**src/design/cle_pkg.sv**
```systemverilog
// Shared types, character codes and helpers for the console line editor.
`default_nettype none

package cle_pkg;

    localparam int KIND_W  = 3;
    localparam int ERASE_W = 6;
    localparam int LEN_W   = 7;

    // Result kinds
    localparam logic [KIND_W-1:0] KIND_STATUS = 3'd0;
    localparam logic [KIND_W-1:0] KIND_LINE   = 3'd1;
    localparam logic [KIND_W-1:0] KIND_EOF    = 3'd2;
    localparam logic [KIND_W-1:0] KIND_CANCEL = 3'd3;
    localparam logic [KIND_W-1:0] KIND_TAB    = 3'd4;

    // Received character codes
    localparam logic [7:0] CHAR_CTRL_C  = 8'd3;
    localparam logic [7:0] CHAR_CTRL_D  = 8'd4;
    localparam logic [7:0] CHAR_TAB     = 8'd9;
    localparam logic [7:0] CHAR_NL      = 8'd10;
    localparam logic [7:0] CHAR_CTRL_U  = 8'd21;
    localparam logic [7:0] CHAR_CTRL_W  = 8'd23;
    localparam logic [7:0] CHAR_SPACE   = 8'd32;
    localparam logic [7:0] CHAR_PRINT_HI = 8'd126;
    localparam logic [7:0] CHAR_DEL     = 8'd127;
    localparam logic [7:0] CHAR_UNDER   = 8'd95;

    // Queue between front and back
    localparam int QUEUE_DEPTH = 2;
    localparam int QUEUE_PW    = $clog2(QUEUE_DEPTH);

    typedef enum logic [2:0] {
        OP_APPEND  = 3'd0,
        OP_NEWLINE = 3'd1,
        OP_EOT     = 3'd2,
        OP_DEL     = 3'd3,
        OP_WORD    = 3'd4,
        OP_KILL    = 3'd5,
        OP_CANCEL  = 3'd6,
        OP_TAB     = 3'd7
    } op_t;

    typedef struct packed {
        op_t        op;
        logic [7:0] ch;
    } cmd_t;

    typedef struct packed {
        logic [KIND_W-1:0]  kind;
        logic               echo_valid;
        logic [7:0]         echo_char;
        logic [ERASE_W-1:0] erase_count;
        logic [7:0]         line_char;
        logic               last;
        logic [LEN_W-1:0]   line_length;
        logic               overflow;
    } res_t;

    function automatic logic is_name_char(input logic [7:0] c);
        return (c >= 8'd48 && c <= 8'd57) || (c >= 8'd65 && c <= 8'd90) ||
               (c >= 8'd97 && c <= 8'd122) || (c == CHAR_UNDER);
    endfunction

endpackage

`default_nettype wire

```
**src/design/console_line_editor_core.sv**
```systemverilog
// Console line editor top level: front end, command queue and back end.
//
// Takes one received console byte per transfer and edits a line of up to
// LINE_DEPTH-1 characters. Printable bytes are appended and echoed (dropped
// with the overflow flag when full); Delete, Ctrl-W and Ctrl-U erase one
// character, a word or the whole line; Ctrl-C cancels; newline, or Ctrl-D on
// a non-empty line, sends the stored line plus a newline as a run of line
// characters, the newline marked last. Ctrl-D on an empty line reports end of
// file and Tab raises a request. Unlisted control codes and bytes above 127
// are taken and give no result. The front end classifies a byte in the
// cycle it is taken and parks it in a two-entry queue, so input keeps
// flowing while the back end is busy until the queue is full. In the back
// end, Ctrl-W fetches the last character and scans down the line until a
// kept character stops it or the line is empty. A line readout is paced
// by the single read port of the line store, which needs a fetch first and
// then delivers one character per cycle while the output is free. Results
// leave through an output register, which holds them while m_ready is low.
`default_nettype none

module console_line_editor_core
    import cle_pkg::*;
#(
    parameter int LINE_DEPTH = 64
) (
    input  wire logic               aclk,
    input  wire logic               aresetn,
    input  wire logic               s_valid,
    output logic                    s_ready,
    input  wire logic [7:0]         s_rx_byte,
    output logic                    m_valid,
    input  wire logic               m_ready,
    output logic [KIND_W-1:0]       m_kind,
    output logic                    m_echo_valid,
    output logic [7:0]              m_echo_char,
    output logic [ERASE_W-1:0]      m_erase_count,
    output logic [7:0]              m_line_char,
    output logic                    m_last,
    output logic [LEN_W-1:0]        m_line_length,
    output logic                    m_overflow
);

    // front end to queue
    logic front_valid, front_ready;
    cmd_t front_cmd;

    // queue to back end
    logic q_valid, q_ready;
    cmd_t q_cmd;

    res_t res;

    // Classify each byte; unknown codes are dropped at the door.
    cle_front u_front (
        .s_valid   (s_valid),
        .s_ready   (s_ready),
        .s_rx_byte (s_rx_byte),
        .cmd_valid (front_valid),
        .cmd_ready (front_ready),
        .cmd       (front_cmd)
    );

    // Hold commands while the back end walks the line store.
    cle_queue u_queue (
        .aclk      (aclk),
        .aresetn   (aresetn),
        .in_valid  (front_valid),
        .in_ready  (front_ready),
        .in_cmd    (front_cmd),
        .out_valid (q_valid),
        .out_ready (q_ready),
        .out_cmd   (q_cmd)
    );

    // Carry out edits and readouts against the line store.
    cle_back #(
        .LINE_DEPTH (LINE_DEPTH)
    ) u_back (
        .aclk      (aclk),
        .aresetn   (aresetn),
        .cmd_valid (q_valid),
        .cmd_ready (q_ready),
        .cmd       (q_cmd),
        .m_valid   (m_valid),
        .m_ready   (m_ready),
        .m_res     (res)
    );

    assign m_kind        = res.kind;
    assign m_echo_valid  = res.echo_valid;
    assign m_echo_char   = res.echo_char;
    assign m_erase_count = res.erase_count;
    assign m_line_char   = res.line_char;
    assign m_last        = res.last;
    assign m_line_length = res.line_length;
    assign m_overflow    = res.overflow;

`ifndef SYNTH
    // The newline closing a line run is always echoed and tagged as a line character.
    a_last_is_line: assert property (@(posedge aclk) disable iff (!aresetn)
        m_valid && m_last |-> (m_kind == KIND_LINE) && m_echo_valid &&
                              (m_line_char == CHAR_NL))
        else $error("last flag outside a line run");

    // A dropped byte is never echoed and is reported as edit status.
    a_overflow_quiet: assert property (@(posedge aclk) disable iff (!aresetn)
        m_valid && m_overflow |-> !m_echo_valid && (m_kind == KIND_STATUS))
        else $error("overflow result echoes or has wrong kind");

    // Inside a line run, nothing else may slip in before the closing newline.
    a_line_run_intact: assert property (@(posedge aclk) disable iff (!aresetn)
        m_valid && m_ready && (m_kind == KIND_LINE) && !m_last
        |=> !m_valid || (m_kind == KIND_LINE))
        else $error("line run interrupted");
`endif

endmodule

`default_nettype wire

```
**src/design/cle_front.sv**
```systemverilog
// Front end: takes received bytes and turns them into editor commands.
`default_nettype none

module cle_front
    import cle_pkg::*;
(
    input  wire logic       s_valid,
    output logic            s_ready,
    input  wire logic [7:0] s_rx_byte,
    output logic            cmd_valid,
    input  wire logic       cmd_ready,
    output cmd_t            cmd
);

    logic known;

    always_comb begin
        known  = 1'b1;
        cmd.ch = s_rx_byte;
        cmd.op = OP_APPEND;
        priority if (s_rx_byte >= CHAR_SPACE && s_rx_byte <= CHAR_PRINT_HI) begin
            cmd.op = OP_APPEND;
        end else if (s_rx_byte == CHAR_NL) begin
            cmd.op = OP_NEWLINE;
        end else if (s_rx_byte == CHAR_CTRL_D) begin
            cmd.op = OP_EOT;
        end else if (s_rx_byte == CHAR_DEL) begin
            cmd.op = OP_DEL;
        end else if (s_rx_byte == CHAR_CTRL_W) begin
            cmd.op = OP_WORD;
        end else if (s_rx_byte == CHAR_CTRL_U) begin
            cmd.op = OP_KILL;
        end else if (s_rx_byte == CHAR_CTRL_C) begin
            cmd.op = OP_CANCEL;
        end else if (s_rx_byte == CHAR_TAB) begin
            cmd.op = OP_TAB;
        end else begin
            known = 1'b0;
        end
    end

    // Unknown bytes are taken and dropped here.
    assign s_ready   = cmd_ready;
    assign cmd_valid = s_valid && known;

endmodule

`default_nettype wire

```
**src/design/cle_queue.sv**
```systemverilog
// Short command queue between the front end and the back end.
`default_nettype none

module cle_queue
    import cle_pkg::*;
(
    input  wire logic aclk,
    input  wire logic aresetn,
    input  wire logic in_valid,
    output logic      in_ready,
    input  wire cmd_t in_cmd,
    output logic      out_valid,
    input  wire logic out_ready,
    output cmd_t      out_cmd
);

    cmd_t                entry_reg [QUEUE_DEPTH];
    logic [QUEUE_PW-1:0] wr_ptr_reg, wr_ptr_next;
    logic [QUEUE_PW-1:0] rd_ptr_reg, rd_ptr_next;
    logic [QUEUE_PW:0]   fill_reg, fill_next;
    logic                push, pop;

    assign in_ready  = (fill_reg != (QUEUE_PW+1)'(QUEUE_DEPTH));
    assign out_valid = (fill_reg != '0);
    assign out_cmd   = entry_reg[rd_ptr_reg];
    assign push      = in_valid && in_ready;
    assign pop       = out_valid && out_ready;

    always_comb begin
        wr_ptr_next = push ? wr_ptr_reg + 1'b1 : wr_ptr_reg;
        rd_ptr_next = pop  ? rd_ptr_reg + 1'b1 : rd_ptr_reg;
        fill_next   = fill_reg + (QUEUE_PW+1)'(push) - (QUEUE_PW+1)'(pop);
    end

    always_ff @(posedge aclk) begin
        if (!aresetn) begin
            wr_ptr_reg <= '0;
            rd_ptr_reg <= '0;
            fill_reg   <= '0;
        end else begin
            wr_ptr_reg <= wr_ptr_next;
            rd_ptr_reg <= rd_ptr_next;
            fill_reg   <= fill_next;
        end
    end

    always_ff @(posedge aclk) begin
        if (push) begin
            entry_reg[wr_ptr_reg] <= in_cmd;
        end
    end

endmodule

`default_nettype wire

```
**src/design/cle_back.sv**
```systemverilog
// Back end: line store, edit commands, line readout and the result register.
`default_nettype none

module cle_back
    import cle_pkg::*;
#(
    parameter int LINE_DEPTH = 64
) (
    input  wire logic aclk,
    input  wire logic aresetn,
    input  wire logic cmd_valid,
    output logic      cmd_ready,
    input  wire cmd_t cmd,
    output logic      m_valid,
    input  wire logic m_ready,
    output res_t      m_res
);

    localparam int CW = $clog2(LINE_DEPTH);
    localparam logic [CW-1:0] MAX_COUNT = CW'(LINE_DEPTH - 1);

    typedef enum logic [4:0] {
        S_IDLE   = 5'b00001,
        S_WFETCH = 5'b00010,
        S_WSCAN  = 5'b00100,
        S_WDONE  = 5'b01000,
        S_LINE   = 5'b10000
    } state_t;

    typedef enum logic [1:0] {
        MODE_SPACE = 2'd0,
        MODE_WORD  = 2'd1,
        MODE_PUNCT = 2'd2
    } wmode_t;

    state_t        state_reg, state_next;
    wmode_t        mode_reg, mode_next;
    logic [CW-1:0] count_reg, count_next;
    logic [CW-1:0] n_reg, n_next;
    logic [CW-1:0] idx_reg, idx_next;
    logic          have_reg, have_next;
    logic          m_valid_reg, m_valid_next;
    res_t          m_res_reg, m_res_next;

    logic [7:0]    line_mem [LINE_DEPTH];
    logic [7:0]    rd_data_reg;
    logic          rd_en, wr_en;
    logic [CW-1:0] rd_addr;

    logic          out_free, emit, erase_it, c_word;
    res_t          res;
    logic [CW-1:0] n_minus1, n_minus2, idx_plus1;
    logic [CW:0]   len_plus1;

    function automatic logic [LEN_W-1:0] fit_len(input logic [CW:0] v);
        logic [CW+LEN_W:0] w;
        w = {{LEN_W{1'b0}}, v};
        return w[LEN_W-1:0];
    endfunction

    function automatic logic [ERASE_W-1:0] fit_erase(input logic [CW-1:0] v);
        logic [CW+ERASE_W-1:0] w;
        w = {{ERASE_W{1'b0}}, v};
        return w[ERASE_W-1:0];
    endfunction

    assign out_free  = !m_valid_reg || m_ready;
    assign n_minus1  = n_reg - 1'b1;
    assign n_minus2  = n_minus1 - 1'b1;
    assign idx_plus1 = idx_reg + 1'b1;
    assign len_plus1 = {1'b0, count_reg} + 1'b1;
    assign c_word    = is_name_char(rd_data_reg);

    always_comb begin
        state_next = state_reg;
        mode_next  = mode_reg;
        count_next = count_reg;
        n_next     = n_reg;
        idx_next   = idx_reg;
        have_next  = have_reg;
        rd_en      = 1'b0;
        rd_addr    = idx_reg;
        wr_en      = 1'b0;
        cmd_ready  = 1'b0;
        emit       = 1'b0;
        erase_it   = 1'b0;
        res        = '0;

        unique case (state_reg)
            S_IDLE: begin
                if (cmd_valid && out_free) begin
                    cmd_ready = 1'b1;
                    unique case (cmd.op)
                        OP_APPEND: begin
                            emit = 1'b1;
                            if (count_reg < MAX_COUNT) begin
                                wr_en           = 1'b1;
                                count_next      = count_reg + 1'b1;
                                res.echo_valid  = 1'b1;
                                res.echo_char   = cmd.ch;
                                res.line_length = fit_len(len_plus1);
                            end else begin
                                res.overflow    = 1'b1;
                                res.line_length = fit_len({1'b0, count_reg});
                            end
                        end
                        OP_NEWLINE: begin
                            state_next = S_LINE;
                            idx_next   = '0;
                            have_next  = 1'b0;
                        end
                        OP_EOT: begin
                            if (count_reg != '0) begin
                                state_next = S_LINE;
                                idx_next   = '0;
                                have_next  = 1'b0;
                            end else begin
                                emit     = 1'b1;
                                res.kind = KIND_EOF;
                            end
                        end
                        OP_DEL: begin
                            emit = 1'b1;
                            if (count_reg != '0) begin
                                count_next      = count_reg - 1'b1;
                                res.erase_count = fit_erase(CW'(1));
                                res.line_length = fit_len({1'b0, count_reg - 1'b1});
                            end
                        end
                        OP_WORD: begin
                            if (count_reg != '0) begin
                                state_next = S_WFETCH;
                                mode_next  = MODE_SPACE;
                                n_next     = count_reg;
                            end else begin
                                emit = 1'b1;
                            end
                        end
                        OP_KILL: begin
                            emit            = 1'b1;
                            res.erase_count = fit_erase(count_reg);
                            count_next      = '0;
                        end
                        OP_CANCEL: begin
                            emit           = 1'b1;
                            res.kind       = KIND_CANCEL;
                            res.echo_valid = 1'b1;
                            res.echo_char  = CHAR_NL;
                            count_next     = '0;
                        end
                        OP_TAB: begin
                            emit            = 1'b1;
                            res.kind        = KIND_TAB;
                            res.line_length = fit_len({1'b0, count_reg});
                        end
                        default: begin
                            emit = 1'b0;
                        end
                    endcase
                end
            end
            S_WFETCH: begin
                rd_en      = 1'b1;
                rd_addr    = n_minus1;
                state_next = S_WSCAN;
            end
            S_WSCAN: begin
                unique case (mode_reg)
                    MODE_WORD:  erase_it = c_word;
                    MODE_PUNCT: erase_it = !c_word && (rd_data_reg != CHAR_SPACE);
                    default: begin
                        erase_it = 1'b1;
                        if (c_word) begin
                            mode_next = MODE_WORD;
                        end else if (rd_data_reg != CHAR_SPACE) begin
                            mode_next = MODE_PUNCT;
                        end
                    end
                endcase
                if (erase_it) begin
                    n_next = n_minus1;
                    if (n_minus1 == '0) begin
                        state_next = S_WDONE;
                    end else begin
                        // fetch the next character down while this one retires
                        rd_en   = 1'b1;
                        rd_addr = n_minus2;
                    end
                end else begin
                    state_next = S_WDONE;
                end
            end
            S_WDONE: begin
                if (out_free) begin
                    emit            = 1'b1;
                    res.erase_count = fit_erase(count_reg - n_reg);
                    res.line_length = fit_len({1'b0, n_reg});
                    count_next      = n_reg;
                    state_next      = S_IDLE;
                end
            end
            S_LINE: begin
                if (idx_reg == count_reg) begin
                    if (out_free) begin
                        emit            = 1'b1;
                        res.kind        = KIND_LINE;
                        res.echo_valid  = 1'b1;
                        res.echo_char   = CHAR_NL;
                        res.line_char   = CHAR_NL;
                        res.last        = 1'b1;
                        res.line_length = fit_len(len_plus1);
                        count_next      = '0;
                        state_next      = S_IDLE;
                    end
                end else if (!have_reg) begin
                    rd_en     = 1'b1;
                    rd_addr   = idx_reg;
                    have_next = 1'b1;
                end else if (out_free) begin
                    emit            = 1'b1;
                    res.kind        = KIND_LINE;
                    res.line_char   = rd_data_reg;
                    res.line_length = fit_len(len_plus1);
                    idx_next        = idx_plus1;
                    if (idx_plus1 != count_reg) begin
                        rd_en   = 1'b1;
                        rd_addr = idx_plus1;
                    end else begin
                        have_next = 1'b0;
                    end
                end
            end
            default: begin
                state_next = S_IDLE;
            end
        endcase

        m_valid_next = emit ? 1'b1 : (m_ready ? 1'b0 : m_valid_reg);
        m_res_next   = emit ? res : m_res_reg;
    end

    always_ff @(posedge aclk) begin
        if (!aresetn) begin
            state_reg   <= S_IDLE;
            count_reg   <= '0;
            have_reg    <= 1'b0;
            m_valid_reg <= 1'b0;
        end else begin
            state_reg   <= state_next;
            count_reg   <= count_next;
            have_reg    <= have_next;
            m_valid_reg <= m_valid_next;
        end
    end

    always_ff @(posedge aclk) begin
        mode_reg  <= mode_next;
        n_reg     <= n_next;
        idx_reg   <= idx_next;
        m_res_reg <= m_res_next;
    end

    always_ff @(posedge aclk) begin
        if (wr_en) begin
            line_mem[count_reg] <= cmd.ch;
        end
        if (rd_en) begin
            rd_data_reg <= line_mem[rd_addr];
        end
    end

    assign m_valid = m_valid_reg;
    assign m_res   = m_res_reg;

endmodule

`default_nettype wire
```
**config.mk**
```make
export PLATFORM = sky130hd
export DESIGN_NAME = console_line_editor_core
export DESIGN_NICKNAME = d
export VERILOG_FILES = /design/src/design/cle_pkg.sv /design/src/design/console_line_editor_core.sv /design/src/design/cle_front.sv /design/src/design/cle_queue.sv /design/src/design/cle_back.sv
export SDC_FILE = /design/constraint.sdc
export NUM_CORES = 1
export LEC_CHECK = 0
export BUFFER_PORTS_ARGS = -buffer_cell sky130_fd_sc_hd__buf_2
export CAP_MARGIN = 40
export CORE_ASPECT_RATIO = 1.2
export CORE_MARGIN = 2
export CORE_UTILIZATION = 45
export DETAILED_ROUTE_END_ITERATION = 10
export SLEW_MARGIN = 25
export SYNTH_ARGS = -nofsm -noshare
export SYNTH_HDL_FRONTEND = slang
export SYNTH_SLANG_ARGS = --single-unit
export TNS_END_PERCENT = 100
```
**constraint.sdc**
```tcl
create_clock -name aclk -period 4.53 [get_ports aclk]
set_input_delay 0 -clock aclk [delete_from_list [all_inputs] [get_ports aclk]]
set_output_delay 0 -clock aclk [all_outputs]
set_load 0.005 [all_outputs]
```
==> results by group, run 1 <==
Worst setup path
  – Worst setup SP type: flop
  – Critical path's largest stage delay: 540 ps
  – CP delay by family, top: compound AO/OA/AOI/OAI gates
  – Buffers plus inverters on the worst setup path: 3
  – CP Capture Type: flop
  – Slowest CP cell: edfxtp_1
  – Worst-path cell chain: nor4_4, a21oi_2, a311oi_4, nor4_4, a221o_1, o32ai_2, nor2_4, buf_12, mux2i_1, mux2i_1, a2111oi_2, buf_1, buf_4, a22o_1
  – CP required: 5020 ps
  – CP max FO: 39
  – Setup CP Type: reg2reg
  – WP data arrival: ~4800 ps

Synthesis
  – Post-synth EDFFs: 591
  – Synth Net Count: 1864
  – Top cell type's share of synthesized area: 66.5%
  – Seq/Total Area, Yosys: around two thirds
  – Post-Syn Area: between 0.02 and 0.03 mm^2
  – FF+latch count, synth: 609
  – Ys Warns: 0
  – Synth area leader: edfxtp_1
  – Syn_area_per_cell: 14.6 um^2
  – Mapped Cells: 1834
  – Distinct cells, synth: 90
  – Top post-synthesis cells by area: edfxtp_1 66%, mux2i_1 11%, nand2_1 2.9%, mux2_2 1.9%, nand3_1 1.7%
  – Ys async rst share: 0%
  – Ys flop type: edfxtp_1

Cells and area
  – Layout cells sized above 1: 18.2%
  – Inserted Diodes: 0
  – Area of the multi-input gates: around 0.008 mm^2
  – Max reg flops: 512
  – Nets@finish: slightly above 2k
  – Finished Layout Cells: 2847
  – P&R area growth vs syn: 16.0%
  – Sequential cell area: ~0.018 mm^2
  – Fill cells: approximately 4.9k

Floorplan
  – Cell Rows: 97
  – I/O pins: 49
  – Starting Density: ~46%
  – Placeable Area: 0.0585 mm^2
  – DIE AREA: between 0.06 and 0.07 mm^2
  – Vert. Die Dim: between 200 and 300 um
  – Die Wd: about 230 um

CTS
  – CTS root buf: clkbuf_16
  – TritonCTS clock tree: done
  – Cts bufs inserted: 58
  – Clock net sink count: 609
  – Worst-skew pair later-pin latency: 630 ps
  – Worst-path clk slew: 60 ps
  – Clk buf depth: 3
  – Htree depth: 2

Place
  – RD Place Congestion: 0.936
  – Placed Cells: 2716
  – DP HPWL: 44500 um
  – PortBufs: 48

Route
  – DR vias: 15.9k
  – DR WL/cell: 24.0 um
  – Iteration-0 DRC Markers: 1523
  – # DRC: 0
  – Drt via density: 5.60
  – Final ANT Viol Nets: 0
  – DR pass1 iterations: 6
  – DRT Wirelength: between 60000 and 70000 um

Timing
  – Final setup fails: 0
  – Worst slew pin tran: 878 ps
  – Max-slew violations: 0
  – Setup TNS: 0 ps
  – Max Freq: between 200 and 250 MHz
  – Final Cycle Share: 94.3%
  – RSZ-0062 raised after global routing: false
  – Final hold violations: 0
  – Final Skew: 13.8 ps
  – Relative slew margins: between 40% and 50%
  – Final Critical Period: 4270 ps

Status
  – Status: finished clean

GRT
  – Vias in the first global route: between 15k and 20k
  – Gr usage total: 22.3%
  – Grt total ovfl: 0
  – Largest net degree at the start of global routing: 49
  – Antenna violations before repair: 3
  – First-pass GRT wire length: 102000 um

Worst hold path
  – Tightest Hold Check Type: in2reg

Job
  – Maxcap violations: 0

Power and ir drop
  – VDD IR-drop max: slightly below 0.3 mV
  – Static Leak: ~11 nW
  – Power Density: 515 mW/mm^2
-- kinds of logic (layout without fill, tap and decap cells) --
kind of cell,after synthesis,in the layout,share of synthesized area (%)
buffers and inverters,117,338,2.58
AOI/OAI and AO/OA,208,208,5.67
and+or+nand+nor,503,503,8.69
muxes,343,343,13.1
adders and majority gates,18,18,0.872
xor gates and xnor gates,36,36,1.21
DFF,609,609,67.8
-- worst reg2reg max path, stage by stage (launching register included) --
cell	delay, ps
edfxtp_1	540
nor4_4	400
a21oi_2	150
a311oi_4	480
nor4_4	140
a221o_1	380
o32ai_2	360
nor2_4	120
buf_12	210
mux2i_1	310
mux2i_1	170
a2111oi_2	450
buf_1	170
buf_4	140
a22o_1	130
-- through the flow --
| step | worst slack [ps] | hold slack (ps) | area (um^2) | total power, mW | util (%) |
|---|---|---|---|---|---|
| 2_1_floorplan | 730 | 98.9 | 26700 | 9.37 | - |
| 3_3_place_gp | -314 | 216 | 28500 | 10.7 | 48.8 |
| 3_5_place_dp | -210 | 221 | 28600 | 10.8 | 48.9 |
| 4_1_cts | 27.7 | 106 | 30800 | 16.0 | 52.7 |
| 5_1_grt | 64.6 | 156 | 31000 | 16.6 | 53.0 |
| 6_report | 258 | 149 | 31000 | 16.0 | 53.0 |
-- repair_timing --
action / 4_1_cts / 5_1_grt
pin swaps: 0 / 1
endpoints found under the setup margin: 6 / 6
gates resized for setup: 7 / 15
hold buffers: 12 / 0
buffers inserted: 0 / 6
hold endpoints to repair: 49 / 0
-- cell usage after synthesis (10+ instances only) --
library cell / count
nor3_1: 12
xor2_1: 13
xnor2_1: 22
a21oi_1: 44
buf_2: 20
edfxtp_1: 591
o21ai_0: 33
nor2_1: 112
nand3_1: 90
inv_1: 16
o22a_1: 14
mux2_2: 44
nand2_1: 206
a2111oi_0: 14
ha_1: 17
buf_6: 25
and2_1: 14
buf_4: 10
mux2i_1: 295
clkbuf_1: 37
dfxtp_1: 18
a21boi_0: 18
-- layer usage --
layer | global-route usage, % | vias up | share of wire, %
li1 | - | 7298 | -
met1 | 28.9 | 8011 | 41
met2 | 37.4 | 507 | 49
met3 | 3.43 | 127 | 5.5
met4 | 8.97 | 4 | 3.9
met5 | 0 | - | 0.040
-- power by group --
group          switching [mW]  internal (mW)  total (mW)
Sequential              0.147           6.72        6.87
Combinational            2.44           1.45        3.89
Clock                    2.08           3.11        5.19
Total                    4.68           11.3        16.0
-- cell usage in the layout (no fill, tap or decap), drive strengths merged, types with 4 or more instances in the layout --
master         n
clkinv        24
mux2i        295
a22oi          7
mux2          47
a2111oi       16
o22a          14
nand2b         5
bufinv        12
dlygate4sd3   12
xnor2         23
inv           16
o211a          5
nand3b         4
a21o           9
and2          15
nor3          13
o21ai         35
nand4          4
nand2        206
a21boi        21
o221ai         4
or3            6
edfxtp       591
a22o           8
nor2b          9
a21oi         45
and3           8
dfxtp         18
or4            4
a31oi          6
nand3         90
o22ai          4
xor2          13
buf          198
nor2         113
clkbuf        75
ha            17
or2            7
-- final cells by class --
| class | count | area share, % |
|---|---|---|
| multi-input combinational | 1108 | 25.9 |
| sequential | 609 | 58.5 |
| inverter | 17 | 0.206 |
| clock inverter | 36 | 1.60 |
| timing repair buffer | 211 | 5.67 |
| clock buffer | 74 | 5.02 |
| tap | 792 | 3.20 |
-- worst paths after layout --
check	endpoint	slack, ps	from	cells after the start
hold reg to reg	u_back.have_reg	500	u_back.have_reg	2
setup reg to reg	u_back.rd_data_reg[4]	260	u_back.rd_data_reg[1]	14
setup / recovery	u_back.rd_data_reg[4]	260	u_back.rd_data_reg[1]	14
hold / removal	u_queue.entry_reg[0][4]	150	s_rx_byte[4]	2
(Power assumes the default switching activity.)
==> inputs of run 2 (changes only) <==
--- a/config.mk
+++ b/config.mk
@@ -11,6 +11,8 @@
 export CORE_MARGIN = 2
 export CORE_UTILIZATION = 45
 export DETAILED_ROUTE_END_ITERATION = 10
+export REMOVE_ABC_BUFFERS = 1
+export SKIP_CTS_REPAIR_TIMING = 1
 export SLEW_MARGIN = 25
 export SYNTH_ARGS = -nofsm -noshare
 export SYNTH_HDL_FRONTEND = slang
==> run 2 against run 1 <==
Total power fell by 3.6%. Sequential power barely moved. Die area did not move. Worst hold slack improved by 21 ps. Register-to-register slack barely moved. Largest cell class unchanged. Worst setup slack got worse by 11 ps. Largest power group unchanged. Sequential cell count did not move. Count of clock-buffer cells in the layout fell by 7. Combinational power fell by 1%. Critical path depth rose by 1. Utilization fell by 0.77 points. Final cell count fell by 0.49%.
==> results by group, run 2 (same netlist as run 1, synthesis figures left out) <==
Timing
  – Final Critical Period: 4280 ps (+10.9 ps)
  – Final Skew: 28.5 ps (+14.7 ps)
  – Final Cycle Share: 94.5% (+0.24 points)
  – Final hold violations: 0 (unchanged)
  – Max-slew violations: 0 (unchanged)
  – Max Freq: 233 MHz (-0.25%)
  – Hold_ws: 169 ps (+20.6 ps)
  – Relative slew margins: 43.8% (+2.4 points)
  – Final setup fails: 0 (unchanged)
  – Worst slew pin tran: 844 ps (-34.3 ps)
  – RSZ-0062 raised after global routing: false

Floorplan
  – DIE AREA: 0.0613 mm^2 (unchanged)
  – Vert. Die Dim: 271 um (unchanged)
  – Cell Rows: 97 (unchanged)
  – Starting Density: 45.6% (unchanged)
  – I/O pins: 49 (unchanged)
  – Die Wd: 226 um (unchanged)
  – Placeable Area: 0.0585 mm^2 (unchanged)

Place
  – RD Place Congestion: 0.937 (+0.18%)
  – Post-Place Cell Area: 0.0285 mm^2 (-0.52%)
  – DP HPWL: 43100 um (-3.2%)
  – PortBufs: 48 (unchanged)

Worst setup path
  – CP Launch Point: u_back.idx_reg[0]
  – CP required: 4910 ps (-110 ps)
  – RR Startpoint: u_back.idx_reg[0]
  – CP Capture Type: flop
  – Worst setup SP type: flop
  – Setup CP Type: reg2reg
  – WP data arrival: 4660 ps (-100 ps)
  – CP max FO: 47 (+21%)

Power and ir drop
  – Static Leak: 11.0 nW (-1.9%)
  – VDD IR-drop max: 0.437 mV (+48%)
  – Sw Pwr: 4.69 mW (+0.22%)
  – Switching Share: 30.5% (+1.2 points)
  – Power Density: 504 mW/mm^2 (-2.2%)
  – Comb power frac: 25.0% (+0.6 points)
  – Clock network power share: 30.4% (-2.1 points)
  – Cell Int Power: 10.7 mW (-5.2%)
  – Flop pwr share: 44.6% (+1.5 points)

Cells and area
  – Max reg flops: 512 (unchanged)
  – Most frequent cells in the layout: 591 x edfxtp_1, 295 x mux2i_1, 205 x nand2_1
  – Fill cells: 4950 (+1.8%)
  – Inserted Diodes: 0 (unchanged)
  – Most common cell after layout, fill and taps aside: edfxtp_1
  – Layout cells sized above 1: 17.4% (-0.76 points)
  – P&R area growth vs syn: 14.3%
  – Post-layout instance area: 0.0305 mm^2 (-1.5%)
  – Nets@finish: 2023 (-0.59%)

CTS
  – Clk buf depth: 3 (unchanged)
  – Worst-skew pair later-pin latency: 640 ps (about the same)
  – Clock net sink count: 609 (unchanged)
  – CTS root buf: clkbuf_16
  – Cts bufs inserted: 58 (unchanged)
  – Worst-path clk slew: 60 ps (about the same)
  – TritonCTS clock tree: done
  – Htree depth: 2 (unchanged)

GRT
  – Grt total ovfl: 0 (unchanged)
  – Vias in the first global route: 16.1k (+2.2%)
  – Antenna violations before repair: 0 (-3)
  – Largest net degree at the start of global routing: 89 (+82%)
  – Gr usage total: 22.0% (-0.24 points)
  – First-pass GRT wire length: 101000 um (-0.99%)

Route
  – # DRC: 0 (unchanged)
  – Iteration-0 DRC Markers: 1248 (-18%)
  – DR vias: 15.8k (-0.68%)
  – DRT Wirelength: 67500 um (-1.1%)
  – DR pass1 iterations: 5 (-1)
  – Drt via density: 5.59 (-0.19%)
  – DR WL/cell: 23.8 um (-0.59%)
  – Final ANT Viol Nets: 0 (unchanged)

Worst hold path
  – Min-delay src: s_rx_byte[5]
  – Tightest Hold Check Type: in2reg

Job
  – Maxcap violations: 0 (unchanged)

Status
  – Status: finished clean
==> run 2: routing by layer <==
layer / track usage, % / part of all wire [%]
met1: 28.2 / 41
met4: 9.35 / 4.7
met5: 0 / 0
met2: 37.1 / 49
met3: 3.58 / 5.6
==> run 2: worst max-delay path, cell delays in order, from the launching register on <==
cell and delay (ps):
edfxtp_1 400, ha_1 370, xnor2_1 160, nand2_1 110, nor4b_2 310, o22ai_2 240
a31o_1 290, or3_4 430, buf_12 180, buf_12 230, mux2i_1 180, mux2i_1 100
mux2i_1 450, a2111oi_0 200, buf_4 180, a22o_1 170
==> run 2: path summary, 6_finish.rpt <==
path / end / slack [ps] / cells past startpoint
setup reg to reg: u_back.rd_data_reg[4] / 250 / 15
hold / removal: u_queue.entry_reg[1][5] / 170 / 2
hold reg to reg: u_back.have_reg / 510 / 2
setup / recovery: u_back.rd_data_reg[4] / 250 / 15
==> run 2: area by class of cell <==
| type | instances | area (um^2) | area share [%] |
|---|---|---|---|
| sequential | 609 | 18100 | 59.3 |
| inverter | 17 | 63.8 | 0.209 |
| timing repair buffer | 199 | 1540 | 5.05 |
| tap | 792 | 991 | 3.25 |
| clock inverter | 41 | 342 | 1.12 |
| multi-input combinational | 1108 | 8000 | 26.2 |
| clock buffer | 67 | 1490 | 4.87 |
==> run 2: power groups by stage <==
stage | sequential (mW) | combinational (mW) | clock [mW]
after floorplan | 7.06 | 2.47 | 0
after global placement | 6.97 | 3.72 | 0
after detailed placement | 6.96 | 3.77 | 0
after CTS | 6.86 | 3.78 | 4.77
after global routing | 6.88 | 4.12 | 4.97
final | 6.86 | 3.85 | 4.68
==> run 2: through the flow <==
stage / utilization [%] / cells / total power [mW] / setup WS, ps / TNS [ps]
6_report: 52.2 / 2833 / 15.4 / 247 / 0
5_1_grt: 52.2 / 2833 / 16.0 / 4.51 / 0
4_1_cts: 51.8 / 2819 / 15.4 / -116 / -127
3_5_place_dp: 48.7 / 2711 / 10.7 / -79.8 / -79.8
3_3_place_gp: 48.6 / 2709 / 10.7 / -26.2 / -26.2
2_1_floorplan: - / 1734 / 9.53 / -5950 / -47510
